===== src/hw/rtl/dhp_pkg.sv =====
// ----------------------------------------------------------------------------
// dhp_pkg
// shared types and constants for the dhcp header parser
// ----------------------------------------------------------------------------
package dhp_pkg;

	localparam int HEADER_SIZE = 240;
	localparam logic [7:0] MSG_TYPE_OPTION = 8'd53;
	localparam logic [7:0] MSG_TYPE_MAX = 8'd8;
	localparam logic [7:0] HTYPE_ETHERNET = 8'd1;
	localparam logic [7:0] HLEN_ETHERNET = 8'd6;
	localparam logic [7:0] HLEN_MAX = 8'd16;
	localparam logic [7:0] OP_REQUEST = 8'd1;
	localparam logic [7:0] OP_REPLY = 8'd2;

	localparam logic [7:0] COOKIE_B0 = 8'd99;
	localparam logic [7:0] COOKIE_B1 = 8'd130;
	localparam logic [7:0] COOKIE_B2 = 8'd83;
	localparam logic [7:0] COOKIE_B3 = 8'd99;

	localparam logic [1:0] ST_OK = 2'd0;
	localparam logic [1:0] ST_PARSE_ERR = 2'd1;
	localparam logic [1:0] ST_SHORT = 2'd2;

	typedef enum logic [2:0] {
		OPT_TYPE = 3'b001,
		OPT_LEN  = 3'b010,
		OPT_VAL  = 3'b100
	} opt_phase_t;

	typedef struct packed {
		logic [7:0]  data_byte;
		logic        last_byte;
		logic [15:0] wire_length;
	} item_t;

	typedef struct packed {
		logic [1:0]  status;
		logic [7:0]  opcode;
		logic [3:0]  message_type;
		logic [31:0] transaction_id;
		logic [31:0] lease_ip;
		logic        lease_ip_set;
		logic        hw_is_ethernet;
		logic [47:0] chaddr_mac;
	} result_t;

endpackage


===== src/hw/rtl/dhp_parse_core.sv =====
// ----------------------------------------------------------------------------
// dhp_parse_core
// per-packet header capture, option walk and result formation for one byte
// ----------------------------------------------------------------------------
module dhp_parse_core #(
	parameter int LENGTH_BITS = 16
) (
	input  logic            clk,
	input  logic            arst_n,
	input  logic            step,
	input  dhp_pkg::item_t  item,
	output dhp_pkg::result_t result
);
	import dhp_pkg::*;

	localparam logic [LENGTH_BITS-1:0] OFF_MAX = {LENGTH_BITS{1'b1}};
	localparam logic [LENGTH_BITS-1:0] HDR_LEN = LENGTH_BITS'(HEADER_SIZE);

	logic [LENGTH_BITS-1:0] offset_q, offset_n;
	logic [7:0]  op_q, op_n, htype_q, htype_n, hlen_q, hlen_n;
	logic [31:0] xid_q, xid_n, yiaddr_q, yiaddr_n;
	logic [47:0] mac_q, mac_n;
	logic        hdr_err_q, hdr_err_n;
	opt_phase_t  phase_q, phase_n;
	logic [7:0]  code_q, code_n, left_q, left_n;
	logic [3:0]  ftype_q, ftype_n;
	logic        opt_err_q, opt_err_n;
	logic [7:0]  b;
	logic        bad;

	assign b = item.data_byte;

	always_comb begin
		op_n = op_q;
		htype_n = htype_q;
		hlen_n = hlen_q;
		xid_n = xid_q;
		yiaddr_n = yiaddr_q;
		mac_n = mac_q;
		hdr_err_n = hdr_err_q;
		phase_n = phase_q;
		code_n = code_q;
		left_n = left_q;
		ftype_n = ftype_q;
		opt_err_n = opt_err_q;
		offset_n = (offset_q == OFF_MAX) ? offset_q : offset_q + 1'b1;
		if (offset_q < HDR_LEN) begin
			case (offset_q[7:0])
				8'd0:   op_n = b;
				8'd1:   htype_n = b;
				8'd2:   hlen_n = b;
				8'd4:   xid_n[31:24] = b;
				8'd5:   xid_n[23:16] = b;
				8'd6:   xid_n[15:8] = b;
				8'd7:   xid_n[7:0] = b;
				8'd16:  yiaddr_n[31:24] = b;
				8'd17:  yiaddr_n[23:16] = b;
				8'd18:  yiaddr_n[15:8] = b;
				8'd19:  yiaddr_n[7:0] = b;
				8'd28:  mac_n[47:40] = b;
				8'd29:  mac_n[39:32] = b;
				8'd30:  mac_n[31:24] = b;
				8'd31:  mac_n[23:16] = b;
				8'd32:  mac_n[15:8] = b;
				8'd33:  mac_n[7:0] = b;
				8'd236: hdr_err_n = hdr_err_q | (b != COOKIE_B0);
				8'd237: hdr_err_n = hdr_err_q | (b != COOKIE_B1);
				8'd238: hdr_err_n = hdr_err_q | (b != COOKIE_B2);
				8'd239: hdr_err_n = hdr_err_q | (b != COOKIE_B3);
				default: ;
			endcase
		end else if (!opt_err_q) begin
			case (phase_q)
				OPT_TYPE: begin
					code_n = b;
					phase_n = OPT_LEN;
				end
				OPT_LEN: begin
					left_n = b;
					if (code_q == MSG_TYPE_OPTION && b != 8'd1)
						opt_err_n = 1'b1;
					phase_n = (b == 8'd0) ? OPT_TYPE : OPT_VAL;
				end
				OPT_VAL: begin
					if (code_q == MSG_TYPE_OPTION) begin
						ftype_n = b[3:0];
						if (b > MSG_TYPE_MAX)
							opt_err_n = 1'b1;
					end
					left_n = left_q - 1'b1;
					if (left_n == 8'd0)
						phase_n = OPT_TYPE;
				end
				default: phase_n = OPT_TYPE;
			endcase
		end
	end

	// final verdict on the last byte
	always_comb begin
		bad = hdr_err_n || (op_n != OP_REQUEST && op_n != OP_REPLY) || hlen_n > HLEN_MAX
			|| (htype_n == HTYPE_ETHERNET && hlen_n != HLEN_ETHERNET)
			|| opt_err_n || phase_n == OPT_VAL || ftype_n == 4'd0;
		result = '0;
		if (item.wire_length < 16'(HEADER_SIZE))
			result.status = ST_PARSE_ERR;
		else if (offset_n < HDR_LEN)
			result.status = ST_SHORT;
		else if (bad)
			result.status = ST_PARSE_ERR;
		else begin
			result.status = ST_OK;
			result.opcode = op_n;
			result.message_type = ftype_n;
			result.transaction_id = xid_n;
			result.lease_ip = yiaddr_n;
			result.lease_ip_set = (yiaddr_n != 32'd0);
			result.hw_is_ethernet = (htype_n == HTYPE_ETHERNET);
			result.chaddr_mac = (htype_n == HTYPE_ETHERNET) ? mac_n : 48'd0;
		end
	end

	always_ff @(posedge clk or negedge arst_n) begin
		if (!arst_n) begin
			offset_q <= '0;
			op_q <= '0;
			htype_q <= '0;
			hlen_q <= '0;
			xid_q <= '0;
			yiaddr_q <= '0;
			mac_q <= '0;
			hdr_err_q <= 1'b0;
			phase_q <= OPT_TYPE;
			code_q <= '0;
			left_q <= '0;
			ftype_q <= '0;
			opt_err_q <= 1'b0;
		end else if (step) begin
			if (item.last_byte) begin
				offset_q <= '0;
				op_q <= '0;
				htype_q <= '0;
				hlen_q <= '0;
				xid_q <= '0;
				yiaddr_q <= '0;
				mac_q <= '0;
				hdr_err_q <= 1'b0;
				phase_q <= OPT_TYPE;
				code_q <= '0;
				left_q <= '0;
				ftype_q <= '0;
				opt_err_q <= 1'b0;
			end else begin
				offset_q <= offset_n;
				op_q <= op_n;
				htype_q <= htype_n;
				hlen_q <= hlen_n;
				xid_q <= xid_n;
				yiaddr_q <= yiaddr_n;
				mac_q <= mac_n;
				hdr_err_q <= hdr_err_n;
				phase_q <= phase_n;
				code_q <= code_n;
				left_q <= left_n;
				ftype_q <= ftype_n;
				opt_err_q <= opt_err_n;
			end
		end
	end

endmodule


===== src/hw/rtl/dhcp_header_parser.sv =====
// ----------------------------------------------------------------------------
// dhcp_header_parser
// byte-wide dhcp/bootp message parser, one result per packet
// ----------------------------------------------------------------------------
// channel   direction  handshake                     payload
// item      in         item_valid / item_ready       dhp_pkg::item_t
// result    out        result_valid / result_ready   dhp_pkg::result_t
//
// one byte per cycle sustained; a byte goes through an input register, then
// the parse logic, and on the last byte the result register. reset clears all
// packet state. a held result only stalls a last byte; other bytes keep
// flowing.
// ----------------------------------------------------------------------------
module dhcp_header_parser #(
	parameter int LENGTH_BITS = 16
) (
	input  logic             clk,
	input  logic             arst_n,
	input  logic             item_valid,
	output logic             item_ready,
	input  dhp_pkg::item_t   item,
	output logic             result_valid,
	input  logic             result_ready,
	output dhp_pkg::result_t result
);
	import dhp_pkg::*;

	item_t   item_s1;
	logic    valid_s1;
	result_t res_comb;
	result_t result_q;
	logic    result_valid_q;
	logic    out_free;
	logic    adv_s1;

	assign out_free = !result_valid_q || result_ready;
	assign adv_s1 = valid_s1 && (!item_s1.last_byte || out_free);
	assign item_ready = !valid_s1 || adv_s1;

	dhp_parse_core #(
		.LENGTH_BITS(LENGTH_BITS)
	) u_core (
		.clk(clk),
		.arst_n(arst_n),
		.step(adv_s1),
		.item(item_s1),
		.result(res_comb)
	);

	always_ff @(posedge clk or negedge arst_n) begin
		if (!arst_n) begin
			valid_s1 <= 1'b0;
		end else if (item_valid && item_ready) begin
			valid_s1 <= 1'b1;
		end else if (adv_s1) begin
			valid_s1 <= 1'b0;
		end
	end

	always_ff @(posedge clk) begin
		if (item_valid && item_ready)
			item_s1 <= item;
	end

	always_ff @(posedge clk or negedge arst_n) begin
		if (!arst_n) begin
			result_valid_q <= 1'b0;
		end else if (adv_s1 && item_s1.last_byte) begin
			result_valid_q <= 1'b1;
		end else if (result_ready) begin
			result_valid_q <= 1'b0;
		end
	end

	always_ff @(posedge clk) begin
		if (adv_s1 && item_s1.last_byte)
			result_q <= res_comb;
	end

	assign result_valid = result_valid_q;
	assign result = result_q;

	a_fields_zero_on_error: assert property (@(posedge clk) disable iff (!arst_n)
		result_valid && result.status != ST_OK |->
		result.opcode == 8'd0 && result.transaction_id == 32'd0 &&
		result.chaddr_mac == 48'd0 && result.message_type == 4'd0)
		else $error("nonzero fields on failed packet");

	a_ok_fields_sane: assert property (@(posedge clk) disable iff (!arst_n)
		result_valid && result.status == ST_OK |->
		result.message_type != 4'd0 && result.message_type <= MSG_TYPE_MAX &&
		(result.opcode == OP_REQUEST || result.opcode == OP_REPLY))
		else $error("ok result with bad opcode or message type");

	a_ip_flag: assert property (@(posedge clk) disable iff (!arst_n)
		result_valid && result.status == ST_OK |->
		result.lease_ip_set == (result.lease_ip != 32'd0))
		else $error("lease ip flag mismatch");

	a_mac_non_ether: assert property (@(posedge clk) disable iff (!arst_n)
		result_valid && !result.hw_is_ethernet |-> result.chaddr_mac == 48'd0)
		else $error("mac set for non ethernet hardware");

	a_status_code: assert property (@(posedge clk) disable iff (!arst_n)
		result_valid |-> result.status != 2'd3)
		else $error("undefined status code");

endmodule

===== config.mk =====
export PLATFORM = sky130hd
export DESIGN_NAME = dhcp_header_parser
export DESIGN_NICKNAME = d
export VERILOG_FILES = /design/src/hw/rtl/dhp_pkg.sv /design/src/hw/rtl/dhp_parse_core.sv /design/src/hw/rtl/dhcp_header_parser.sv
export SDC_FILE = /design/constraint.sdc
export NUM_CORES = 1
export LEC_CHECK = 0
export ABC_AREA = 1
export BUFFER_PORTS_ARGS = -buffer_cell sky130_fd_sc_hd__buf_2
export CAP_MARGIN = 20
export CORE_MARGIN = 10
export CORE_UTILIZATION = 55
export DETAILED_ROUTE_END_ITERATION = 6
export PLACE_DENSITY = 0.79
export SLEW_MARGIN = 10
export SYNTH_ARGS = -nofsm -noshare
export SYNTH_HDL_FRONTEND = slang
export SYNTH_SLANG_ARGS = --single-unit

===== constraint.sdc =====
create_clock -name clk -period 5.15 [get_ports clk]
set_input_delay 0.7725 -clock clk [delete_from_list [all_inputs] [get_ports clk]]
set_output_delay 0.7725 -clock clk [all_outputs]
set_load 0.03 [all_outputs]

[After elaboration in Yosys (flattened, before gate mapping)]
Index checks and enable logic that the tools add are counted.
Word-level totals
  register bits after elaboration: 332
  word-level logic and storage cells: 171
Operators by class
  $add $sub $neg: 2
  magnitude comparators: 5
  equal/unequal tests: 36
  muxes and demuxes: 66
  bitwise operators: 4
  reductions and logical operators: 32
Operators by type and width (number)
  8-bit two-way mux: 30
  32-bit two-way mux: 4
  48-bit two-way mux: 2
  8-bit by 5-bit == test with 1-bit output (second input constant): 8
  16-bit by 8-bit < comparator with 1-bit output (second input constant): 3
  8-bit by 3-bit == test with 1-bit output (second input constant): 4
  8-bit == test (second input constant): 4
  16-bit two-way mux: 2
  32-bit nonzero test: 1
  8-bit by 6-bit == test with 1-bit output (second input constant): 3
  8-bit logical NOT: 3
  4-bit two-way mux: 5
  16-bit by 1-bit adder with 16-bit output (second input constant): 1
  16-bit == test (second input constant): 1
  8-bit by 1-bit == test with 1-bit output (second input constant): 2
  8-bit by 1-bit inequality test with 1-bit output (second input constant): 2
  8-bit by 7-bit inequality test with 1-bit output (second input constant): 2
  8-bit one-hot mux with 2 select lines: 1
  3-bit two-way mux: 5
  1-bit two-way mux: 13
  1-bit logical OR: 9
  3-bit one-hot mux with 3 select lines: 1
  8-bit by 2-bit == test with 1-bit output (second input constant): 1
  8-bit by 4-bit > comparator with 1-bit output (second input constant): 1
  other kinds (23): 37

[Depth between registers and ports, before layout]
  depth after elaboration: 13
  gate-level depth with buffers: 19
  gate-level depth less buffers: 17

[By module]
Synthesis repeated with hierarchy kept, for this count alone.
Second synthesis, totals
  cell total of the unflattened synthesis: 1579
  area, all modules: 14858.0 µm²
By module, submodules not included
  dhp_parse_core: times used 1, cells an instance 1411, area each 10153.5 µm²
  dhcp_header_parser: times used 1, cells an instance 168, area each 4704.5 µm²

[Worst setup path after synthesis]
OpenSTA, ideal clock, no wires.
  path type: input to register
  from: in result_ready
  to: reg u_core.offset_q[2]
  library setup time: 0.082 ns
  arrival time: 4.509 ns
  required time: 5.068 ns
  setup slack: 0.559 ns
  stages: 10
  cells stage by stage: inv_1 nand3_1 nand2_1 inv_2 nand2_1 inv_1 nor2_1 o21ai_0 nand2_1 a31oi_1
On the way
  word-level cells in the longest chain between the ends: 3
RTL lines
  start, declared: line dhcp_header_parser.sv:23  | input logic result_ready,
  1-bit logical OR: line dhcp_header_parser.sv:36  | assign out_free = !result_valid_q || result_ready;
  1-bit logical OR: line dhcp_header_parser.sv:37  | assign adv_s1 = valid_s1 && (!item_s1.last_byte || out_free);
  1-bit logical AND: line dhcp_header_parser.sv:37
  end signal, assigned: line dhp_parse_core.sv:154  | offset_q <= offset_n;
  end, declared: line dhp_parse_core.sv:19  | logic [LENGTH_BITS-1:0] offset_q, offset_n;
No other way between the ends.
A chain may end at the register's enable or synchronous reset.

[Worst setup path in the final report]
  from: reg u_core.offset_q[6]
  to: reg result_q (netlist bit result[50]), data pin
On the way
  word-level cells in the longest chain between the ends: 12
  elaborated cells between the ends (all ways): 43
RTL lines
  branches (longest 12 deep; another with 16-bit by 8-bit < comparator with 1-bit output)
  end signal, assigned: line dhcp_header_parser.sv:77  | result_q <= res_comb;
  end, declared: line dhcp_header_parser.sv:31  | result_t result_q;
Parallel ways; which one is timed is not known.

==> flow_summary.yaml <==
status:
  status: "complete, no violations"
route:
  firstDrtPassIters: 6
  vias: 12080
  wl_um: 38100
  drt-wirelength-per-cell_um: 17.70
  dr_wl_met3_um: 3122
  top_layer: "met4"
  ant_nets: 0
  drt-met1-wl_um: 15620
  wl_met2_um: 18290
  initialDrtViolationCount: 1351
  vias_per_cell: 5.615
  drc: 0
sta:
  finalMaxSlewViolations: 0
  final-setup-viol-count: 0
  fin_crit_ns: 3.835
  timing.slew.headroom_pct: 34.18
  finalClockSkew_ns: 0.02698
  final.setup.tns_ns: 0
  worstMarginPinSlew_ns: 0.9819
  finalHoldViolations: 0
  clock.fmax_mhz: 260.7
  period_share_pct: 74.47
  rsz0062_at_grt: "false"
pwr:
  max-vdd-ir-drop_mv: 0.2115
  power.density_nw_per_um2: 362.3
  p_leak_uw: 0.007689
clock_tree:
  cts_setup_buffers: 0
  cts_buffers: 35
  clkSlewWorstSetupHoldPaths_ns: 0.06
  cts_hold_buf: 0
  clkSinkCount: 328
  cts_resized: 0
  cts_tree: "built"
  cts_buffer_depth: 3
  clockRootBuffer: "clkbuf_16"
  htree_num_levels: 2
  clk_latency_ns: 0.52
worst_setup_path:
  path_max_fanout: 42
  end_kind: "flip-flop"
  start_kind: "flip-flop"
  path_buf_inv: 3
  max_stage_delay_ns: 0.73
  crit_chain: "nand2_1 > inv_2 > nand2_4 > inv_4 > nor2_4 > o21ai_0 > nor2_1 > nand2_1 > nor2_1 > nand2_1 > nand3_2 > nor2_4 > nand2_2 > buf_12 > nor2_1"
  required_ns: 5.41
  criticalPathCategory: "flip-flop to flip-flop"
  critPathSlowestCell: "nor2_4"
  cp.arrival_ns: 4.09
  critical-path-top-delay-family: "simple AND/OR/NAND/NOR gates"
finish:
  num_antenna_cells: 0
  ff_latch_area_um2: 8955
  nFillCells: 2087
  drive_above_1_share_pct: 14.96
  nNetsFinal: 1819
  syn_to_final_growth_pct: 14.43
  instances_no_fill: 2152
  multi_input_area_um2: 4888
grt:
  antenna_found_initial: 0
  grt_pass1_wl_um: 59630
  grt.total_usage_pct: 21.66
  grt_pass1_vias: 11460
  grt_overflow: 0
  grt_max_degree: 106
placement:
  finalWeightedCongestion: 0.9475
  place_hpwl_um: 24170
  port_buffers: 154
  dpl.cell_count: 2087
die:
  rows: 60
  start_util_pct: 55.80
  fp.dieArea_um2: 34360
  die_width_um: 185.4
  io_pins: 159
  fp.coreArea_um2: 26950
  die_y_um: 185.4
yosys:
  synth.avg_cell_area_um2: 9.143
  synth_edf_count: 149
  async_flop_share_pct: 54.57
  synth_area_um2: 15040
  ys_warn_count: 0
  synth_cells: 1645
  synth.top_cells.by_area: "edfxtp_1 30%, dfrtp_1 30%, nand2_1 8.7%, o21ai_0 5.6%, nor2_1 5.1%"
  seq_area_frac_synth_pct: 59.54
  synth-main-ff-cell: "dfrtp_1"
  synth_top_area_cell: "edfxtp_1"
  ys_types: 41
  yosysTopAreaCellShare_pct: 29.75
  ys_ff_latch: 328
min_path:
  hold_class: "input port to asynchronous set/reset pin"
job:
  drv_cap: 0
[final cells by class]
class | instances | area share (%)
Sequential cell | 328 | 52.04
Multi-Input combinational cell | 1025 | 28.41
Timing Repair Buffer | 178 | 5.751
Clock buffer | 44 | 5.467
Inverter | 216 | 4.762
Tap cell | 341 | 2.479
Clock inverter | 20 | 1.098
[layout by cell type, fill, tap and decap left out, types with 36 or more instances in the layout]
cell / netlist / layout
nand2_1: 347 / 346
nor2_1: 204 / 204
inv_1: 203 / 201
dfrtp_1: 178 / 178
o21ai_0: 168 / 168
buf_2: 14 / 153
edfxtp_1: 149 / 149
o22ai_1: 113 / 113
nand3_1: 49 / 49
a21oi_1: 36 / 36
clkbuf_16: 0 / 36
[routing by layer]
| layer | track usage, % | vias to the layer above |
|---|---|---|
| li1 | - | 5730 |
| met1 | 28.14 | 5688 |
| met2 | 36.10 | 575 |
| met3 | 3.546 | 91 |
| met4 | 7.315 | 0 |
| met5 | 0 | - |
[worst register-to-register path, delay by kind of cell (launching register included)]
kind                   cells  cell delay (ns)
AOI/OAI and AO/OA          1             0.23
buffers and inverters      3             0.42
DFF                        1             0.42
and+or+nand+nor           11             2.52
[report_power, final]
group	total, uW	internal (uW)	switching, uW
sequential	2930	2880	55.7
clock	2470	1460	1020
combinational	829	230	599
[per-stage QoR]
| step | util, % | setup slack (ns) | area, um^2 | total power (uW) | hold slack [ns] |
|---|---|---|---|---|---|
| after global routing | 63.85 | 1.029 | 17210 | 6479 | 0.4129 |
| after CTS | 63.75 | 1.376 | 17180 | 6253 | 0.3746 |
| after global placement | 59.56 | 1.518 | 16050 | 3771 | 0.4664 |
| after detailed placement | 59.56 | 1.373 | 16050 | 3794 | 0.4737 |
| final | 63.85 | 1.315 | 17210 | 6235 | 0.3515 |
| after floorplan | - | 0.5589 | 15060 | 3566 | 0.4523 |
[final timing paths]
kind | from | cells after the start | slack, ns | endpoint
max | u_core.offset_q[6] | 15 | 1.31 | result[50]
min | arst_n | 1 | 0.35 | u_core.offset_q[9]
max reg2reg | u_core.offset_q[6] | 15 | 1.31 | result[50]
min reg2reg | u_core.yiaddr_q[14] | 2 | 0.48 | u_core.yiaddr_q[14]
max in group asynchronous | arst_n | 2 | 3.63 | u_core.mac_q[33]
min in group clk | item[22] | 1 | 0.44 | item_s1[22]
[flip-flops by register name (all words and copies together), names as in the netlist]
signal	count
u_core.op_q	8
u_core.yiaddr_q	32
result_valid	1
u_core.code_q	8
item_s1	21
u_core.hlen_q	8
valid_s1	1
u_core.phase_q	3
u_core.offset_q	16
u_core.ftype_q	4
result	128
u_core.htype_q	8
u_core.mac_q	48
u_core.left_q	8
u_core.xid_q	32
u_core.hdr_err_q	1
u_core.opt_err_q	1
[logic make-up (layout without fill, tap and decap cells)]
kind of cell	Yosys count	count (layout)	synth area share [%]
flip-flops	328	328	59.54
adder cells (fa/ha/maj)	6	6	0.4992
multiplexers	8	8	0.5325
buffers and inverters	297	458	8.095
other	1	6	0.02493
XOR/XNOR	9	9	0.5242
AO/OA/AOI/OAI	331	331	12.05
AND/OR/NAND/NOR	665	665	18.73
[cells in the mapped netlist, types with 2 or more instances]
| library cell | instances |
|---|---|
| buf_4 | 3 |
| nand4_1 | 22 |
| buf_6 | 8 |
| ha_1 | 6 |
| a21oi_1 | 36 |
| nand3_1 | 49 |
| a31oi_1 | 2 |
| nor2_4 | 15 |
| nor3_1 | 9 |
| nor2_1 | 204 |
| nand2_4 | 2 |
| nand2_2 | 3 |
| nor2_2 | 4 |
| nand2_1 | 347 |
| nor4_1 | 4 |
| inv_1 | 203 |
| o22ai_1 | 113 |
| clkinv_1 | 4 |
| edfxtp_1 | 149 |
| o21ai_0 | 168 |
| inv_2 | 8 |
| nand3_2 | 2 |
| dfrtp_1 | 178 |
| clkbuf_1 | 55 |
| buf_2 | 14 |
| mux2i_1 | 8 |
| xor2_1 | 8 |
| o21ai_1 | 8 |
No activity file was read; power rests on OpenSTA's default activity.
